--- src/rtl/mse_pkg.sv ---
// ----------------------------------------------------------------------------
// mse_pkg
// sizes and derived widths shared by the merge sort engine and its channels
// ----------------------------------------------------------------------------
package mse_pkg;

  localparam int MAX_ITEMS  = 64;
  localparam int DATA_WIDTH = 32;

  // index into one buffer
  localparam int ADDR_W = $clog2(MAX_ITEMS);
  // count that can hold MAX_ITEMS itself
  localparam int CNT_W  = $clog2(MAX_ITEMS + 1);
  // run bounds before clipping, up to twice the capacity
  localparam int POS_W  = CNT_W + 1;

  typedef logic signed [DATA_WIDTH-1:0] data_t;
  typedef logic [CNT_W-1:0]             cnt_t;
  typedef logic [POS_W-1:0]             pos_t;
  typedef logic [ADDR_W:0]              maddr_t;

endpackage

--- src/rtl/mse_if.sv ---
// ----------------------------------------------------------------------------
// mse_if
// valid/ready channels for the merge sort engine: loaded items and results
// ----------------------------------------------------------------------------
interface mse_in_if import mse_pkg::*; ();
  logic  valid;
  logic  ready;
  data_t value;
  logic  last;

  modport source (output valid, output value, output last, input ready);
  modport sink   (input valid, input value, input last, output ready);
endinterface

interface mse_out_if import mse_pkg::*; ();
  logic  valid;
  logic  ready;
  data_t sorted_value;
  logic  final_res;

  modport source (output valid, output sorted_value, output final_res, input ready);
  modport sink   (input valid, input sorted_value, input final_res, output ready);
endinterface

--- src/rtl/merge_sort_engine_unit.sv ---
// ----------------------------------------------------------------------------
// merge_sort_engine_unit
// collects a set of signed values and emits them in ascending order
// ----------------------------------------------------------------------------
// Loading takes one cycle per request; the request flagged last closes the
// set (at most MAX_ITEMS values, later ones are dropped) and starts a bottom-up
// merge sort between two halves of one buffer memory with one read and one
// write port, in ceil(log2 N) passes for N values. Run heads are fetched
// through the single registered read port, in S_INIT_L/R/W per run pair and
// in S_FETCH/S_LATCH per merged value. Emission steps each value through
// S_EMIT_RD, S_EMIT_LD and S_EMIT_OUT, waiting on results.ready. No new set is
// taken until the last sorted value is delivered. No clearing pass after reset.
module merge_sort_engine_unit import mse_pkg::*; (
  input  logic       clk,
  input  logic       rst,
  mse_in_if.sink     items,
  mse_out_if.source  results
);

  typedef enum logic [3:0] {
    S_LOAD,
    S_INIT_L,
    S_INIT_R,
    S_INIT_W,
    S_MERGE,
    S_FETCH,
    S_LATCH,
    S_EMIT_RD,
    S_EMIT_LD,
    S_EMIT_OUT
  } state_t;

  state_t state;

  data_t  mem [2*MAX_ITEMS];
  data_t  rd_data;
  maddr_t rd_addr;
  maddr_t wr_addr;
  data_t  wr_data;
  logic   wr_en;

  cnt_t   count;
  cnt_t   n;
  pos_t   lo;
  pos_t   w;
  cnt_t   j;
  cnt_t   k;
  cnt_t   o;
  cnt_t   mid;
  cnt_t   hi;
  logic   src;
  logic   side;
  data_t  head_l;
  data_t  head_r;

  logic   out_valid;
  data_t  out_value;
  logic   out_final;

  logic   room;
  cnt_t   count_next;
  pos_t   lo_next;
  pos_t   w_next;
  pos_t   mid_raw;
  pos_t   hi_raw;
  logic   l_ok;
  logic   r_ok;
  logic   take_left;
  cnt_t   o_next;

  // buffer memory, bank bit selects the half
  always_ff @(posedge clk) begin
    if (wr_en) begin
      mem[wr_addr] <= wr_data;
    end
    rd_data <= mem[rd_addr];
  end

  always_comb begin
    room       = (count < cnt_t'(MAX_ITEMS));
    count_next = count + cnt_t'(room);
    lo_next    = lo + (w << 1);
    w_next     = w << 1;
    mid_raw    = lo + w;
    hi_raw     = lo + (w << 1);
    l_ok       = (j < mid);
    r_ok       = (k < hi);
    take_left  = l_ok && (!r_ok || (head_l < head_r));
    o_next     = o + cnt_t'(1);

    case (state)
      S_INIT_L:  rd_addr = {src, lo[ADDR_W-1:0]};
      S_INIT_R:  rd_addr = {src, k[ADDR_W-1:0]};
      S_FETCH:   rd_addr = side ? {src, k[ADDR_W-1:0]} : {src, j[ADDR_W-1:0]};
      S_EMIT_RD: rd_addr = {src, o[ADDR_W-1:0]};
      default:   rd_addr = {src, o[ADDR_W-1:0]};
    endcase

    wr_en   = 1'b0;
    wr_addr = {1'b0, count[ADDR_W-1:0]};
    wr_data = items.value;
    case (state)
      S_LOAD: begin
        wr_en = items.valid && room;
      end
      S_MERGE: begin
        wr_en   = 1'b1;
        wr_addr = {~src, o[ADDR_W-1:0]};
        wr_data = take_left ? head_l : head_r;
      end
      default: wr_en = 1'b0;
    endcase
  end

  assign items.ready          = (state == S_LOAD);
  assign results.valid        = out_valid;
  assign results.sorted_value = out_value;
  assign results.final_res    = out_final;

  always_ff @(posedge clk) begin
    if (rst) begin
      state     <= S_LOAD;
      count     <= '0;
      out_valid <= 1'b0;
      src       <= 1'b0;
    end else begin
      case (state)
        S_LOAD: begin
          if (items.valid) begin
            count <= count_next;
            if (items.last) begin
              n   <= count_next;
              src <= 1'b0;
              lo  <= '0;
              w   <= pos_t'(1);
              o   <= '0;
              state <= (count_next == cnt_t'(1)) ? S_EMIT_RD : S_INIT_L;
            end
          end
        end
        S_INIT_L: begin
          j     <= lo[CNT_W-1:0];
          o     <= lo[CNT_W-1:0];
          mid   <= (mid_raw < pos_t'(n)) ? mid_raw[CNT_W-1:0] : n;
          k     <= (mid_raw < pos_t'(n)) ? mid_raw[CNT_W-1:0] : n;
          hi    <= (hi_raw < pos_t'(n)) ? hi_raw[CNT_W-1:0] : n;
          state <= S_INIT_R;
        end
        S_INIT_R: begin
          head_l <= rd_data;
          state  <= S_INIT_W;
        end
        S_INIT_W: begin
          head_r <= rd_data;
          state  <= S_MERGE;
        end
        S_MERGE: begin
          if (take_left) begin
            j <= j + cnt_t'(1);
          end else begin
            k <= k + cnt_t'(1);
          end
          side <= !take_left;
          if (o_next == hi) begin
            if (lo_next >= pos_t'(n)) begin
              lo  <= '0;
              w   <= w_next;
              src <= ~src;
              o   <= '0;
              state <= (w_next >= pos_t'(n)) ? S_EMIT_RD : S_INIT_L;
            end else begin
              lo    <= lo_next;
              state <= S_INIT_L;
            end
          end else begin
            o     <= o_next;
            state <= S_FETCH;
          end
        end
        S_FETCH: begin
          state <= S_LATCH;
        end
        S_LATCH: begin
          if (side) begin
            head_r <= rd_data;
          end else begin
            head_l <= rd_data;
          end
          state <= S_MERGE;
        end
        S_EMIT_RD: begin
          state <= S_EMIT_LD;
        end
        S_EMIT_LD: begin
          out_valid <= 1'b1;
          out_value <= rd_data;
          out_final <= (o_next == n);
          o         <= o_next;
          state     <= S_EMIT_OUT;
        end
        S_EMIT_OUT: begin
          if (results.ready) begin
            out_valid <= 1'b0;
            if (out_final) begin
              count <= '0;
              state <= S_LOAD;
            end else begin
              state <= S_EMIT_RD;
            end
          end
        end
        default: state <= S_LOAD;
      endcase
    end
  end

`ifndef SYNTHESIS
  // no loading while a result is shown
  a_load_or_emit: assert property (@(posedge clk) disable iff (rst)
    items.ready |-> !results.valid)
    else $error("load and emit overlap");

  // the set never grows past the buffer
  a_count_bound: assert property (@(posedge clk) disable iff (rst)
    count <= cnt_t'(MAX_ITEMS))
    else $error("item count past capacity");

  // merge pointers stay inside their runs
  a_merge_bounds: assert property (@(posedge clk) disable iff (rst)
    state == S_MERGE |-> (o < hi) && (j <= mid) && (k <= hi) && (mid <= hi))
    else $error("merge pointer out of run");

  // delivering the final result reopens loading
  a_final_reopens: assert property (@(posedge clk) disable iff (rst)
    results.valid && results.ready && results.final_res |=> items.ready && count == '0)
    else $error("final result did not reopen loading");
`endif

endmodule
--- src/flat_wrapper.sv ---
// flat-port wrapper written by rule: the top's interface ports become plain ports
module merge_sort_engine_unit_flat import mse_pkg::*;
  (clk, rst, items_valid, items_value, items_last, items_ready, results_valid, results_sorted_value, results_final_res, results_ready);
  mse_in_if items_i ();
  mse_out_if results_i ();
  input  logic clk;
  input  logic rst;
  input wire logic [$bits(items_i.valid)-1:0] items_valid;
  input wire logic [$bits(items_i.value)-1:0] items_value;
  input wire logic [$bits(items_i.last)-1:0] items_last;
  output wire logic [$bits(items_i.ready)-1:0] items_ready;
  output wire logic [$bits(results_i.valid)-1:0] results_valid;
  output wire logic [$bits(results_i.sorted_value)-1:0] results_sorted_value;
  output wire logic [$bits(results_i.final_res)-1:0] results_final_res;
  input wire logic [$bits(results_i.ready)-1:0] results_ready;
  assign items_i.valid = items_valid;
  assign items_i.value = items_value;
  assign items_i.last = items_last;
  assign items_ready = items_i.ready;
  assign results_valid = results_i.valid;
  assign results_sorted_value = results_i.sorted_value;
  assign results_final_res = results_i.final_res;
  assign results_i.ready = results_ready;
  merge_sort_engine_unit u_core (.clk(clk), .rst(rst), .items(items_i), .results(results_i));
endmodule
--- config.mk ---
export PLATFORM = sky130hd
export DESIGN_NAME = merge_sort_engine_unit_flat
export DESIGN_NICKNAME = d
export VERILOG_FILES = /design/src/rtl/mse_pkg.sv /design/src/rtl/mse_if.sv /design/src/rtl/merge_sort_engine_unit.sv /design/src/flat_wrapper.sv
export SDC_FILE = /design/constraint.sdc
export NUM_CORES = 2
export LEC_CHECK = 0
export BUFFER_PORTS_ARGS = -buffer_cell sky130_fd_sc_hd__buf_2
export CAP_MARGIN = 20
export CORE_MARGIN = 2
export CORE_UTILIZATION = 25
export CTS_CLUSTER_DIAMETER = 150
export DETAILED_ROUTE_END_ITERATION = 7
export PLACE_DENSITY = 0.35
export SLEW_MARGIN = 20
export SYNTH_ARGS = -nofsm -noshare
export SYNTH_HDL_FRONTEND = slang
export SYNTH_SLANG_ARGS = --single-unit
--- constraint.sdc ---
create_clock -name clk -period 23.1 [get_ports clk]
set_input_delay 2.31 -clock clk [delete_from_list [all_inputs] [get_ports clk]]
set_output_delay 2.31 -clock clk [all_outputs]
set_load 0.02 [all_outputs]
==> metrics.md <==
| Metric | Value |
|---|---|
| Status | finished, final reports clean |
| Buffers plus inverters on the worst setup path | 6 |
| Seq cells post-synth | 4,297 |
| Detailed Route WL | 720 mm |
| Die X | 832 um |
| Worst reg-to-reg path cell count | 15 |
| CTS sink count | 4,297 |
| Core Rows | 304 |
| TritonCTS clock tree | yes |
| Postcts setup bufs | 0 |
| Final Util | 29.5% |
| Most common cell after layout, fill and taps aside | edfxtp_1 |
| Clk Latency, worst-skew pair | 1.09 ns |
| Critical Path Source Type | register |
| Initial Utilization | 25.0% |
| Largest net degree at the start of global routing | 129 |
| Most common cell on crit path | buf_4 |
| Hold violation total from the final report | 0 |
| Post-Syn Nets | 12,100 |
| Cell variety after synth | 80 |
| Cells after DPL | 20,900 |
| Final setup fails | 0 |
| Grt total ovfl | 0 |
| Worst-path fanout max | 116 |
| Vias in the first global route | 106,000 |
| Via count | 109,000 |
| EDFF count, synth | 4,252 |
| IO Pins | 72 |
| Clk slew on worst S/H paths | 0.06 ns |
| Final std cells w/o fill | 21,800 |
| Syn Inst Count | 12,000 |
| CP top delay family | buffers and inverters |
| Initial detailed-routing violation count | 12,000 |
| Critical Path AT | 9.11 ns |
| R2R Setup Slk | 14.99 ns |
| CTS root buffer | clkbuf_16 |
| Vias per cell | 4.98 |
| Crit Path Category | register to register |
| CTS Buf Count | 485 |
| Seq/Total Area, Yosys | 75.0% |
| Floorplan die area | 0.692 mm2 |
| Post-Syn Area | 0.171 mm2 |
| # hold bufs at CTS | 0 |
| FF-to-FF Start | u_core.state[0] |
| Synth Area per Inst | 14.2 um2 |
| Worst min path class | register to register |
| Max incr delay on CP | 0.85 ns |
| Power Density | 150 mW/mm2 |
| Async SR Flop Fraction | 0% |
| Pins Over Slew Limit | 0 |
| Post-DR wirelength/cell | 33.0 um |
| Setup_tns | 0 ns |
| WHS Endpoint | u_core.head_l[22] |
| Worst setup EP type | register |
| Most frequent cells in the layout | edfxtp_1 (4,252), nand2_1 (2,820), nand3_1 (1,241) |
| Die Ht | 832 um |
| WP data required | 24.09 ns |
| Clock buffer depth | 4 |
| Ys Warns | 0 |
| Post-layout min period | 8.11 ns |
| Slew headroom | 16.5% |
| GRT Util Overall | 20.1% |
| Final period util | 35.1% |
| Min-delay src | u_core.rd_data[22] |
| Total core area | 0.684 mm2 |
| Area Growth Syn to Fin | 17.7% |
| DR pass1 iterations | 8 |
| DP HPWL | 418 mm |
| First-pass GRT wire length | 963 mm |
| Max_cap viols | 0 |
| DRC errors left | 0 |
| Final nets | 12,500 |
| Initial antenna violation count | 85 |
| Hold Path Depth | 1 |
| Total power | 30.3 mW |
| Share of cells above drive strength 1 | 13.3% |
| Port-buffer cells | 71 |
| Antenna viol nets, final | 0 |
| Synth Flop Type | edfxtp_1 |
| Setup ws final | 14.99 ns |
| Slowest CP cell | dfxtp_1 |
| Post-Place Worst Slack | 15.03 ns |
| Peak supply drop | 0.000136 V |
| CP Cell Sequence | or3b_2 -> and3_4 -> nor3_4 -> buf_4 -> buf_4 -> buf_12 -> buf_4 -> buf_4 -> nand2_1 -> nand3_1 -> a21oi_1 -> o31a_1 -> nor4_1 -> buf_4 -> or4_1 |
| Worst R2R End | u_core.rd_data[3] |
| GPL Wtd Cong | 0.808 |
| LEAKAGE | 66.6 nW |
| F_max | 123 MHz |
| Clock Skews | 0.0980 ns |
| Measured slew at the worst slew-check pin | 1.24 ns |
| CTS resizes | 0 |
| H-tree depth | 5 |
| RSZ-0062 raised after global routing | no |
==> final cells by class <==
cell class	count	area, um2
inverter	69	259
clock buffer	607	12800
fill	68100	483000
timing repair buffer	581	4640
tap	9027	11300
sequential	4297	129000
antenna	55	138
clock inverter	295	2750
multi-input combinational	6907	41200
==> how the worst max path moves through the flow <==
stage | from | endpoint | slack, ns | depth (start not counted)
floorplan | rst | u_core.head_l[0] | 14.73 | 3
finish | u_core.state[0] | u_core.rd_data[3] | 14.99 | 15
global route | u_core.state[0] | u_core.rd_data[3] | 14.68 | 15
global placement | u_core.state[0] | u_core.rd_data[25] | 14.68 | 12
CTS | u_core.state[0] | u_core.rd_data[3] | 15.00 | 15
detailed placement | u_core.state[0] | u_core.rd_data[3] | 15.03 | 15
==> where the power goes <==
group	total [mW]	internal, mW	switching [mW]	leakage, nW
logic	13.3	3.27	9.99	20.4
registers	9.47	9.23	0.235	38.6
clock network	7.62	4.32	3.30	7.56
total	30.3	16.8	13.5	66.6
==> cells by family after synthesis <==
kind of cell / Yosys count / share of synthesized area (%)
simple gates: 4800 / 12.1
flops: 4297 / 75.0
compound gates: 1340 / 5.13
buf+inv: 821 / 2.13
mux: 636 / 4.73
fa+ha+maj: 82 / 0.608
xor+xnor: 48 / 0.245
other cells: 1 / 0.00219
==> state kept, by name, indices dropped and copies added (netlist names), 4 cells and up <==
| signal | count |
|---|---|
| u_core.w | 8 |
| u_core.lo | 8 |
| u_core.rd_data | 32 |
| u_core.o | 7 |
| u_core.state | 4 |
| u_core.k | 7 |
| u_core.n | 7 |
| u_core.mem | 4096 |
| u_core.count | 7 |
| u_core.head_l | 32 |
| u_core.j | 7 |
| u_core.mid | 7 |
| u_core.results.sorted_value | 32 |
| u_core.head_r | 32 |
| u_core.hi | 7 |
==> metrics by stage <==
stage               cell area (um2)  hold slack (ns)
finish                       202000            0.546
floorplan                    171000            0.421
detailed placement           186000            0.515
CTS                          201000            0.547
global placement             185000            0.517
global route                 202000            0.569
==> worst reg2reg max path, cell delays in order, from the launching register on <==
cell	delay [ns]
dfxtp_1	0.85
or3b_2	0.60
and3_4	0.25
nor3_4	0.47
buf_4	0.67
buf_4	0.70
buf_12	0.55
buf_4	0.91
buf_4	0.75
nand2_1	0.19
nand3_1	0.11
a21oi_1	0.09
o31a_1	0.42
nor4_1	0.84
buf_4	0.44
or4_1	0.22
==> cells in the mapped netlist, drive strengths merged, types with 13 or more instances <==
cell type  count  share of area, %
o21ai         97              0.29
mux4         136               1.8
a2111oi       16             0.085
a32oi         40              0.20
a2bb2oi       16             0.082
o31ai         60              0.26
xnor2         31              0.16
clkbuf       274              0.60
a22oi         51              0.22
mux2i        478               2.8
o22ai         84              0.31
nor4          74              0.27
o211ai        70              0.31
nand4         49              0.18
and3         108              0.40
nand3b        16             0.070
a311oi        76              0.39
nor4b         36              0.18
nand2       2835               6.2
and2          13             0.047
dfxtp         45              0.53
nor3          54              0.16
o221ai        16             0.082
buf          478               1.4
ha            80              0.58
nand3       1249               3.6
a21o          43              0.19
a22o          14             0.072
nor2         296              0.65
inv           69              0.15
xor2          17             0.087
edfxtp      4252                75
a31oi        169              0.62
a21oi        432               1.3
a211oi        60              0.26
or4           21             0.092
o2111ai       22              0.11
mux2          22              0.14
==> layer usage <==
layer | vias up | wire length, um | track usage [%]
met4 | 6 | 22300 | 5.67
li1 | 46100 | - | -
met2 | 3848 | 333000 | 32.5
met1 | 58000 | 322000 | 28.3
met5 | - | 47 | 0
met3 | 828 | 43000 | 2.75
(Power assumes the default switching activity.)
